## config.mk

```make
export PLATFORM = sky130hd
export DESIGN_NAME = idle_gap_rx_frame_assembler
export DESIGN_NICKNAME = d
export VERILOG_FILES = /design/src/rtl/igrfa_pkg.sv /design/src/rtl/igrfa_store.sv /design/src/rtl/igrfa_ctrl.sv /design/src/rtl/idle_gap_rx_frame_assembler.sv
export SDC_FILE = /design/constraint.sdc
export NUM_CORES = 2
export LEC_CHECK = 0
export ABC_AREA = 1
export ABC_CLOCK_PERIOD_IN_PS = 6200
export BUFFER_PORTS_ARGS = -buffer_cell sky130_fd_sc_hd__buf_2
export CAP_MARGIN = 20
export CORE_ASPECT_RATIO = 1.25
export CORE_MARGIN = 5
export CORE_UTILIZATION = 35
export DETAILED_ROUTE_END_ITERATION = 7
export PLACE_DENSITY = 0.58
export SLEW_MARGIN = 20
export SYNTH_ARGS = -nofsm -noshare
export SYNTH_HDL_FRONTEND = slang
export SYNTH_SLANG_ARGS = --single-unit
```

## constraint.sdc

```tcl
create_clock -name aclk -period 6.2 [get_ports aclk]
set_clock_uncertainty 0.15 [all_clocks]
set_input_delay 0.93 -clock aclk [delete_from_list [all_inputs] [get_ports aclk]]
set_output_delay 0.93 -clock aclk [all_outputs]
set_load 0.01 [all_outputs]
```

## src/rtl/igrfa_pkg.sv

```systemverilog
// Shared definitions for the idle-gap receive frame assembler.
// Holds the command and register codes, field widths and the result flag struct.
// No dependencies.
package igrfa_pkg;

    localparam int POOL_DEPTH_DEFAULT = 256;
    localparam int CMD_W              = 2;
    localparam int BYTE_W             = 8;
    localparam int STAMP_W            = 32;
    localparam int RIDX_W             = 8;
    localparam int TICK_W             = 8;
    localparam int CFG_IDX_W          = 1;
    localparam int CFG_DATA_W         = 32;

    localparam logic [TICK_W-1:0]  IDLE_TICKS_RESET = TICK_W'(2);
    localparam logic [TICK_W-1:0]  TICK_MAX         = {TICK_W{1'b1}};
    localparam logic [STAMP_W-1:0] GAP_LIMIT_RESET  = '0;

    typedef enum logic [CMD_W-1:0] {
        CMD_BYTE    = 2'd0,
        CMD_TICK    = 2'd1,
        CMD_RELEASE = 2'd2,
        CMD_READ    = 2'd3
    } cmd_t;

    typedef enum logic [CFG_IDX_W-1:0] {
        CFG_GAP_LIMIT  = 1'b0,
        CFG_IDLE_TICKS = 1'b1
    } cfg_reg_t;

    typedef struct packed {
        logic frame_ready;
        logic read_valid;
        logic byte_dropped;
    } res_flags_t;

endpackage

```

## src/rtl/igrfa_store.sv

```systemverilog
// Frame byte store: one write port, one read port with registered read data.
// Depends on igrfa_pkg for the byte width.
module igrfa_store #(
    parameter int   POOL_DEPTH = igrfa_pkg::POOL_DEPTH_DEFAULT,
    localparam int  ADDR_W     = (POOL_DEPTH > 1) ? $clog2(POOL_DEPTH) : 1
) (
    input  logic                      aclk,
    input  logic                      wr_en,
    input  logic [ADDR_W-1:0]         wr_addr,
    input  logic [igrfa_pkg::BYTE_W-1:0] wr_data,
    input  logic                      rd_en,
    input  logic [ADDR_W-1:0]         rd_addr,
    output logic [igrfa_pkg::BYTE_W-1:0] rd_data
);
    import igrfa_pkg::*;

    logic [BYTE_W-1:0] mem [POOL_DEPTH];
    logic [BYTE_W-1:0] rd_data_reg;

    always_ff @(posedge aclk) begin
        if (wr_en) begin
            mem[wr_addr] <= wr_data;
        end
    end

    always_ff @(posedge aclk) begin
        if (rd_en) begin
            rd_data_reg <= mem[rd_addr];
        end
    end

    assign rd_data = rd_data_reg;

endmodule

```

## src/rtl/igrfa_ctrl.sv

```systemverilog
// Frame control: config registers, frame state and the per-beat update.
// Depends on igrfa_pkg; drives the write and read ports of igrfa_store.
module igrfa_ctrl #(
    parameter int  POOL_DEPTH = igrfa_pkg::POOL_DEPTH_DEFAULT,
    localparam int CNT_W      = $clog2(POOL_DEPTH + 1),
    localparam int ADDR_W     = (POOL_DEPTH > 1) ? $clog2(POOL_DEPTH) : 1
) (
    input  logic                             aclk,
    input  logic                             aresetn,
    // configuration
    input  logic                             cfg_wr_en,
    input  logic [igrfa_pkg::CFG_IDX_W-1:0]  cfg_index,
    input  logic [igrfa_pkg::CFG_DATA_W-1:0] cfg_data,
    // item in the input register, committed when item_en is high
    input  logic                             item_en,
    input  igrfa_pkg::cmd_t                  cmd,
    input  logic [igrfa_pkg::BYTE_W-1:0]     rx_byte,
    input  logic [igrfa_pkg::STAMP_W-1:0]    stamp,
    input  logic [igrfa_pkg::RIDX_W-1:0]     read_index,
    // store ports
    output logic                             wr_en,
    output logic [ADDR_W-1:0]                wr_addr,
    output logic [igrfa_pkg::BYTE_W-1:0]     wr_data,
    output logic                             rd_en,
    output logic [ADDR_W-1:0]                rd_addr,
    // result of this beat
    output igrfa_pkg::res_flags_t            flags,
    output logic [CNT_W-1:0]                 count
);
    import igrfa_pkg::*;

    localparam int CMP_W = (CNT_W > RIDX_W) ? CNT_W : RIDX_W;

    logic [STAMP_W-1:0] gap_limit_reg;
    logic [TICK_W-1:0]  idle_ticks_reg;

    logic [CNT_W-1:0]   count_reg,      count_next;
    logic               awaiting_reg,   awaiting_next;
    logic               closed_reg,     closed_next;
    logic [STAMP_W-1:0] last_stamp_reg, last_stamp_next;
    logic [TICK_W-1:0]  idle_reg,       idle_next;

    logic               full;
    logic               gap_over;
    logic [STAMP_W-1:0] gap;
    logic [TICK_W-1:0]  idle_inc;
    logic [CMP_W-1:0]   ridx_ext;
    logic               rd_hit;
    logic               take_byte;
    logic               dropped;

    // configuration registers
    always_ff @(posedge aclk) begin
        if (!aresetn) begin
            gap_limit_reg  <= GAP_LIMIT_RESET;
            idle_ticks_reg <= IDLE_TICKS_RESET;
        end else if (cfg_wr_en) begin
            unique case (cfg_reg_t'(cfg_index))
                CFG_GAP_LIMIT:  gap_limit_reg  <= cfg_data[STAMP_W-1:0];
                CFG_IDLE_TICKS: idle_ticks_reg <= cfg_data[TICK_W-1:0];
                default:        ;
            endcase
        end
    end

    assign full     = (count_reg == CNT_W'(POOL_DEPTH));
    assign gap      = stamp - last_stamp_reg;   // modular difference
    assign gap_over = (gap > gap_limit_reg);
    assign idle_inc = (idle_reg == TICK_MAX) ? idle_reg : idle_reg + TICK_W'(1);
    assign ridx_ext = CMP_W'(read_index);
    assign rd_hit   = (ridx_ext < CMP_W'(count_reg));

    always_comb begin
        count_next      = count_reg;
        awaiting_next   = awaiting_reg;
        closed_next     = closed_reg;
        last_stamp_next = last_stamp_reg;
        idle_next       = idle_reg;
        take_byte       = 1'b0;
        dropped         = 1'b0;
        wr_en           = 1'b0;

        unique case (cmd)
            CMD_BYTE: begin
                if (awaiting_reg) begin
                    awaiting_next = 1'b0;
                    take_byte     = 1'b1;
                end else if (closed_reg) begin
                    dropped = 1'b1;
                end else if (gap_over) begin
                    closed_next = 1'b1;
                    dropped     = 1'b1;
                end else begin
                    take_byte = 1'b1;
                end
                if (take_byte) begin
                    last_stamp_next = stamp;
                    idle_next       = '0;
                    if (full) begin
                        dropped = 1'b1;
                    end else begin
                        wr_en      = 1'b1;
                        count_next = count_reg + CNT_W'(1);
                    end
                end
            end
            CMD_TICK: begin
                if (!awaiting_reg && !closed_reg) begin
                    idle_next = idle_inc;
                    if (idle_inc >= idle_ticks_reg) begin
                        closed_next = 1'b1;
                    end
                end
            end
            CMD_RELEASE: begin
                count_next    = '0;
                closed_next   = 1'b0;
                awaiting_next = 1'b1;
                idle_next     = '0;
            end
            CMD_READ: ;
            default: ;
        endcase
    end

    always_ff @(posedge aclk) begin
        if (!aresetn) begin
            count_reg      <= '0;
            awaiting_reg   <= 1'b1;
            closed_reg     <= 1'b0;
            last_stamp_reg <= '0;
            idle_reg       <= '0;
        end else if (item_en) begin
            count_reg      <= count_next;
            awaiting_reg   <= awaiting_next;
            closed_reg     <= closed_next;
            last_stamp_reg <= last_stamp_next;
            idle_reg       <= idle_next;
        end
    end

    assign wr_addr = count_reg[ADDR_W-1:0];
    assign wr_data = rx_byte;

    assign rd_en   = (cmd == CMD_READ) && rd_hit;
    assign rd_addr = ridx_ext[ADDR_W-1:0];

    assign flags.frame_ready  = closed_next;
    assign flags.read_valid   = (cmd == CMD_READ) && rd_hit;
    assign flags.byte_dropped = (cmd == CMD_BYTE) && dropped;
    assign count              = count_next;

endmodule

```

## src/rtl/idle_gap_rx_frame_assembler.sv

```systemverilog
// Top level of the idle-gap receive frame assembler.
// Depends on igrfa_pkg, igrfa_ctrl and igrfa_store.
//
// Collects received UART bytes into a frame and closes the frame on an idle
// gap: the timestamp gap between bytes exceeding gap_limit (config register 0,
// modulo 2^32), or idle_ticks tick beats (register 1) with no new byte. A byte
// after closing, or past a full buffer, is flagged dropped. A release beat
// reopens the frame; read beats return stored bytes by index at any time.
// Every input beat gives exactly one result beat. Throughput is one beat per
// clock while the result channel is not stalled by m_ready. The accepting
// edge loads the input register, and a later edge does the frame update and
// store access and loads the result register (the store's read data is
// registered alongside it). The store has one write port and one read port,
// used by different beats, so no beat waits on it.
// The store needs no clearing: only entries below the frame length are read.
// Config writes must only happen while no beat is in flight.
module idle_gap_rx_frame_assembler #(
    parameter int  POOL_DEPTH = igrfa_pkg::POOL_DEPTH_DEFAULT,
    localparam int CNT_W      = $clog2(POOL_DEPTH + 1)
) (
    input  logic                             aclk,
    input  logic                             aresetn,
    // configuration write port
    input  logic                             cfg_wr_en,
    input  logic [igrfa_pkg::CFG_IDX_W-1:0]  cfg_index,
    input  logic [igrfa_pkg::CFG_DATA_W-1:0] cfg_data,
    // input channel
    input  logic                             s_valid,
    output logic                             s_ready,
    input  logic [igrfa_pkg::CMD_W-1:0]      s_cmd,
    input  logic [igrfa_pkg::BYTE_W-1:0]     s_rx_byte,
    input  logic [igrfa_pkg::STAMP_W-1:0]    s_stamp,
    input  logic [igrfa_pkg::RIDX_W-1:0]     s_read_index,
    // result channel
    output logic                             m_valid,
    input  logic                             m_ready,
    output logic                             m_frame_ready,
    output logic [CNT_W-1:0]                 m_frame_length,
    output logic [igrfa_pkg::BYTE_W-1:0]     m_read_data,
    output logic                             m_read_valid,
    output logic                             m_byte_dropped
);
    import igrfa_pkg::*;

    localparam int ADDR_W = (POOL_DEPTH > 1) ? $clog2(POOL_DEPTH) : 1;

    // input register
    logic               in_v_reg, in_v_next;
    cmd_t               in_cmd_reg;
    logic [BYTE_W-1:0]  in_byte_reg;
    logic [STAMP_W-1:0] in_stamp_reg;
    logic [RIDX_W-1:0]  in_ridx_reg;

    // result register
    logic               out_v_reg;
    res_flags_t         out_flags_reg;
    logic [CNT_W-1:0]   out_count_reg;

    logic               advance;    // result register free or being drained
    logic               item_en;    // input beat commits this cycle
    logic               s_accept;

    res_flags_t         flags;
    logic [CNT_W-1:0]   count;
    logic               wr_en;
    logic [ADDR_W-1:0]  wr_addr;
    logic [BYTE_W-1:0]  wr_data;
    logic               rd_en;
    logic [ADDR_W-1:0]  rd_addr;
    logic [BYTE_W-1:0]  rd_data;

    assign advance  = !out_v_reg || m_ready;
    assign item_en  = in_v_reg && advance;
    assign s_ready  = !in_v_reg || advance;
    assign s_accept = s_valid && s_ready;

    always_comb begin
        in_v_next = in_v_reg;
        if (s_accept) begin
            in_v_next = 1'b1;
        end else if (item_en) begin
            in_v_next = 1'b0;
        end
    end

    always_ff @(posedge aclk) begin
        if (!aresetn) begin
            in_v_reg <= 1'b0;
        end else begin
            in_v_reg <= in_v_next;
        end
    end

    // payload, no reset needed
    always_ff @(posedge aclk) begin
        if (s_accept) begin
            in_cmd_reg   <= cmd_t'(s_cmd);
            in_byte_reg  <= s_rx_byte;
            in_stamp_reg <= s_stamp;
            in_ridx_reg  <= s_read_index;
        end
    end

    igrfa_ctrl #(
        .POOL_DEPTH (POOL_DEPTH)
    ) u_ctrl (
        .aclk       (aclk),
        .aresetn    (aresetn),
        .cfg_wr_en  (cfg_wr_en),
        .cfg_index  (cfg_index),
        .cfg_data   (cfg_data),
        .item_en    (item_en),
        .cmd        (in_cmd_reg),
        .rx_byte    (in_byte_reg),
        .stamp      (in_stamp_reg),
        .read_index (in_ridx_reg),
        .wr_en      (wr_en),
        .wr_addr    (wr_addr),
        .wr_data    (wr_data),
        .rd_en      (rd_en),
        .rd_addr    (rd_addr),
        .flags      (flags),
        .count      (count)
    );

    // store ports only fire on a committing beat, so the read register holds
    // its value while the result waits
    igrfa_store #(
        .POOL_DEPTH (POOL_DEPTH)
    ) u_store (
        .aclk    (aclk),
        .wr_en   (wr_en && item_en),
        .wr_addr (wr_addr),
        .wr_data (wr_data),
        .rd_en   (rd_en && item_en),
        .rd_addr (rd_addr),
        .rd_data (rd_data)
    );

    always_ff @(posedge aclk) begin
        if (!aresetn) begin
            out_v_reg <= 1'b0;
        end else if (advance) begin
            out_v_reg <= in_v_reg;
        end
    end

    always_ff @(posedge aclk) begin
        if (item_en) begin
            out_flags_reg <= flags;
            out_count_reg <= count;
        end
    end

    assign m_valid        = out_v_reg;
    assign m_frame_ready  = out_flags_reg.frame_ready;
    assign m_frame_length = out_count_reg;
    assign m_read_valid   = out_flags_reg.read_valid;
    assign m_byte_dropped = out_flags_reg.byte_dropped;
    // read data is zero unless this beat was an in-range read
    assign m_read_data    = out_flags_reg.read_valid ? rd_data : '0;

endmodule
```

## Yosys cells after proc, flatten, opt, wreduce, memory -nomap -nowiden

Memories as Yosys holds them, arrays and structs flattened. A register that Yosys moved wholly into a read port is not among the register bits.
Cells that the tools add are included.

- Memories: 1
- Bits in writable memories: 2048
- Output and inout bits: 22
- Register bits: 155

- Add/sub/neg operators: 3
- Bitwise logic cells: 1
- Mux-type cells: 30
- Magnitude comparators: 3
- Reduce and logical (&&, ||, !) cells: 22
- Eq/ne operators: 7

Memory list:

| memory | depth | bits a word | read ports | clocked after memory_dff | wr ports | RTL line | RTL |
|---|---|---|---|---|---|---|---|
| u_store.mem | 256 | 8 | 1 | 1 | 1 | igrfa_store.sv:17 | `logic [BYTE_W-1:0] mem [POOL_DEPTH];` |

Operators with widths:

| operator | number |
|---|---|
| 32-bit > comparator | 1 |
| 8-bit 2-to-1 mux | 4 |
| 32-bit subtractor | 1 |
| 8-bit case mux with 3 select lines | 1 |
| 1-bit 2-to-1 mux | 20 |
| 9-bit 2-to-1 mux | 2 |
| 9-bit case mux with 2 select lines | 1 |
| 9-bit by 1-bit adder with 9-bit output, second input constant | 1 |
| 9-bit equality test, second input constant | 1 |
| 8-bit by 9-bit less-than comparator with 1-bit output | 1 |
| 8-bit by 1-bit adder with 8-bit output, second input constant | 1 |
| 8-bit equality test, second input constant | 1 |
| 8-bit >= comparator | 1 |
| 1-bit logical AND | 7 |
| 2-bit AND reduction | 3 |
| 2-bit equality test, second input constant | 2 |
| 1-bit zero test | 4 |
| 4-bit AND reduction | 1 |
| 2-bit nonzero test | 2 |
| 1-bit case mux with 3 select lines | 1 |
| 3-bit AND reduction | 1 |
| 3-bit nonzero test | 1 |
| 2-bit by 1-bit equality test with 1-bit output, second input constant | 1 |
| 2-bit zero test | 1 |
| 5 further kinds | 6 |

## Logic depth before layout (Yosys ltp)

- Depth after elaboration: 11
- Gate-level depth with buffers: 29

## Hierarchy

Synthesis repeated with hierarchy kept, for this count alone.

- Cells, all modules: 8109
- Area total of the unflattened synthesis: 92446.2 µm²

Modules (own cells, without submodules):

| module | cells each | times used | area each (µm²) | seq. area each (µm²) |
|---|---|---|---|---|
| igrfa_store | 7003 | 1 | 83476.3 | 61739.2 |
| igrfa_ctrl | 1009 | 1 | 6939.2 | 1821.7 |
| idle_gap_rx_frame_assembler | 97 | 1 | 2030.7 | 1901.8 |

## Worst setup path after synthesis

No wires, ideal clock.

- Path kind: register to register
- Start point: register in_stamp_reg[0]
- End point: memory u_store.mem[15][0] (enable)
- Data arrival time: 4488 ps
- Required time: 5667 ps
- Setup slack: 1179 ps
- Buffers on the path: 2
- Library setup time: 383 ps
- Cell stages (with the launch flop): 29
- Period minus slack after synthesis: 5021 ps
- Cell sequence: edfxtp_1 -> inv_1 -> ha_1 -> inv_1 -> fa_1 -> nand3_1 -> nand2_1 -> a21oi_1 -> o21ai_0 -> nand2_1 -> o211ai_1 -> nand2_1 -> o311ai_0 -> xor2_1 -> ha_1 -> nand2_1 -> nor2_1 -> nand2_1 -> nor4_2 -> nand3b_1 -> nand2_1 -> nand2_2 -> nand2_2 -> nand2_1 -> nor2_4 -> buf_6 -> nand2_4 -> buf_2 -> nor3_1

- Longest elaborated chain between the ends: 11

RTL lines:

| what | RTL line | RTL |
|---|---|---|
| start: declaration | idle_gap_rx_frame_assembler.sv:51 | `logic [STAMP_W-1:0] in_stamp_reg;` |
| start signal: assignment | idle_gap_rx_frame_assembler.sv:99 | `in_stamp_reg <= s_stamp;` |
| 32-bit subtractor | igrfa_ctrl.sv:67 | `assign gap = stamp - last_stamp_reg;` |
| 32-bit > comparator | igrfa_ctrl.sv:68 | `assign gap_over = (gap > gap_limit_reg);` |
| 1-bit 2-to-1 mux | igrfa_ctrl.sv:90 | `end else if (gap_over) begin` |
| 1-bit 2-to-1 mux | igrfa_ctrl.sv:88 | `end else if (closed_reg) begin` |
| 1-bit 2-to-1 mux | igrfa_ctrl.sv:85 | `if (awaiting_reg) begin` |
| 1-bit 2-to-1 mux | igrfa_ctrl.sv:83 | `unique case (cmd)` |
| 1-bit 2-to-1 mux | igrfa_ctrl.sv:96 | `if (take_byte) begin` |
| 1-bit 2-to-1 mux | igrfa_ctrl.sv:83 |  |
| 1-bit logical AND | idle_gap_rx_frame_assembler.sv:132 | `.wr_en (wr_en && item_en),` |
| 1-bit 2-to-1 mux | igrfa_store.sv:21 | `if (wr_en) begin` |
| 1-bit 2-to-1 mux (not written as such) | igrfa_store.sv:22 | `mem[wr_addr] <= wr_data;` |
| end: declaration | igrfa_store.sv:17 |  |

Every way passes these cells. The select of a mux whose other input is x is not followed.

## Worst setup path after layout

- Start point: register in_stamp_reg[0]
- End point: memory u_store.mem[240][1] (enable)

The elaborated chain is that of the path after synthesis.

==> qor.yml <==
postCtsSetupRepairBufs: 0
syn_to_final_growth_pct: 12.3
synth.most_common_cell: "edfxtp_1"
synth_edf_count: 2118
wirelength_um: 269000
die_width_um: 464
worstPathArrival_ps: 6110
clock-sinks: 2211
antenna_found_initial: 9
clkLatencyLatePin_ps: 840
rows: 208
hold_viol: 0
p_leak_nw: 32.6
grt_usage_pct: 19.3
drc: 0
vias_per_cell: 5.55
drv_slew: 0
power_mw: 31.2
ys_warn_count: 0
tightest_slew_ps: 1220
netlist_top_cells_area: "edfxtp_1, o21ai_0, nor2_1"
ir_drop_v: 0.000260
synth_top_area_cell: "edfxtp_1"
fp.dieH_um: 577
maxSlewHeadroom_pct: 18.7
synth-seq-cells: 2211
synth_top_family_by_area: "simple AND/OR/NAND/NOR gates"
cts_tree: "built"
setup_viol: 0
dp_cells: 10500
fin_util_pct: 39.4
dp_hpwl_um: 156000
crit_fanout: 18
crit_type: "reg -> reg"
drv_cap: 0
synth_xor_area_share_pct: 0.418
clockBufferDepth: 4
synth_mux_area_share_pct: 0
fmax_mhz: 172
h-tree-depth: 4
drive_above_1_share_pct: 8.36
synth_fa_ha_area_share_pct: 1.17
top_register: "u_store.mem"
avgSynthCellArea_um2: 12.1
synthSimpleGateAreaFrac_pct: 11.9
floorplan.initialDensity_pct: 35.1
drt_iter0_markers: 7115
synth-seq-area-share_pct: 72.7
tns_ps: 0
ioPinCount: 110
vias: 60700
overflow: 0
syn-num-nets: 7615
netlist_instances: 7443
die_area_um2: 268000
endpoint_kind: "register"
grt_setup_unrepaired: "no"
yosys.cell_types.count: 41
instances_no_fill: 10900
critPathLaunchType: "register"
ant_nets: 0
status: "finished, final reports clean"
synth_compound_area_share_pct: 10.9
cts.repair.resized: 0
grt_pass1_wl_um: 392000
syn-cell-area_um2: 90100
cts_hold_buf: 0
synth_top_area_share_pct: 70.6
cts-root-buf: "clkbuf_16"
grt_max_degree: 282
fin_nets: 7573
core_um2: 257000
cts_inserted_buffers: 211
critical_path_required_ps: 6520
largest_register_ffs: 2048
p_per_area_nw_per_um2: 308
fin_crit_ps: 5800
synthFlopType: "edfxtp_1"
place_congestion: 0.899
path_clk_slew_ps: 60
async_reset_ff_share_pct: 0
hold_class: "in -> reg"
min_period_over_period_pct: 93.5
port_buffers: 109
grt_pass1_vias: 60600
synth_top_cells_by_count: "edfxtp_1, nor2_1, o21ai_0"
first_pass_iters: 8
drt-wirelength-per-cell_um: 24.6
==> worst max-delay path, cell delays in order (launching register included) <==
cell and delay (ps):
edfxtp_1 390, inv_1 80, ha_1 180, inv_1 60
fa_1 400, nand3_1 100, nand2_1 80, a21oi_1 240
o21ai_0 190, nand2_1 100, o211ai_1 190, nand2_1 130
o311ai_0 180, xor2_1 190, ha_1 300, nand2_1 60
nor2_1 150, nand2_1 110, nor4_2 290, nand3b_1 110
nand2_1 160, nand2_2 80, nand2_2 70, nand2_1 90
nor2_4 110, buf_12 270, nand2_2 340, nor2_1 620
==> cells by family after synthesis <==
kind of cell	count (synthesis)
AND/OR/NAND/NOR	2619
XOR/XNOR	43
adder cells (fa/ha/maj)	84
flip-flops	2211
buffers and inverters	670
AO/OA/AOI/OAI	1816
==> layout make-up <==
class                   instances  area [um^2]
fillers                     24200       155000
flip-flops and latches       2211        65500
multi-input cells            4562        22200
clock buffers                 251         5540
well taps                    3360         4200
repair buffers                261         2080
clock inverters               125         1030
inverters                     154          603
diodes                          6         15.0
==> worst paths after layout <==
path	start	end	slack [ps]	cells past startpoint
setup reg to reg	in_stamp_reg[0]	u_store.mem[240][1]	400	27
hold / removal	s_stamp[26]	in_stamp_reg[26]	110	1
setup / recovery	in_stamp_reg[0]	u_store.mem[240][1]	400	27
hold reg to reg	u_ctrl.last_stamp_reg[2]	u_ctrl.last_stamp_reg[2]	310	2
==> cells in the final DEF (no fill, tap or decap), types with 31 or more instances in the layout <==
master	netlist	final
clkbuf_1	385	32
clkbuf_16	0	214
clkinv_2	0	48
a21oi_1	151	151
nand3_1	546	539
buf_2	86	109
ha_1	83	83
nor2_1	1291	1258
dfxtp_1	93	93
nand2_1	673	664
edfxtp_1	2118	2118
buf_4	2	121
clkinv_1	6	48
nor3_1	61	61
nor2_2	2	31
o21ai_0	1132	1131
inv_1	145	142
o22ai_1	512	512
==> where the power goes <==
part / internal, mW / switching (mW) / total (mW)
Sequential: 16.4 / 0.0377 / 16.4
Clock: 6.95 / 5.57 / 12.5
Combinational: 0.573 / 1.63 / 2.20
==> layer usage <==
layer | wire, um | up-vias | GRT usage (%)
met4 | 11300 | 4 | 8.21
met1 | 107000 | 30200 | 24.7
met3 | 20600 | 558 | 3.32
met5 | 28 | - | 0
met2 | 130000 | 2836 | 32.5
li1 | - | 27100 | -
==> metrics by stage <==
step	area [um^2]	hold slack (ps)	worst slack (ps)
finish	101000	112	402
global route	101000	65.2	28.9
CTS	101000	51.1	219
detailed placement	94400	303	251
global placement	94400	293	321
floorplan	90100	283	1180
No activity file was read; power rests on OpenSTA's default activity.
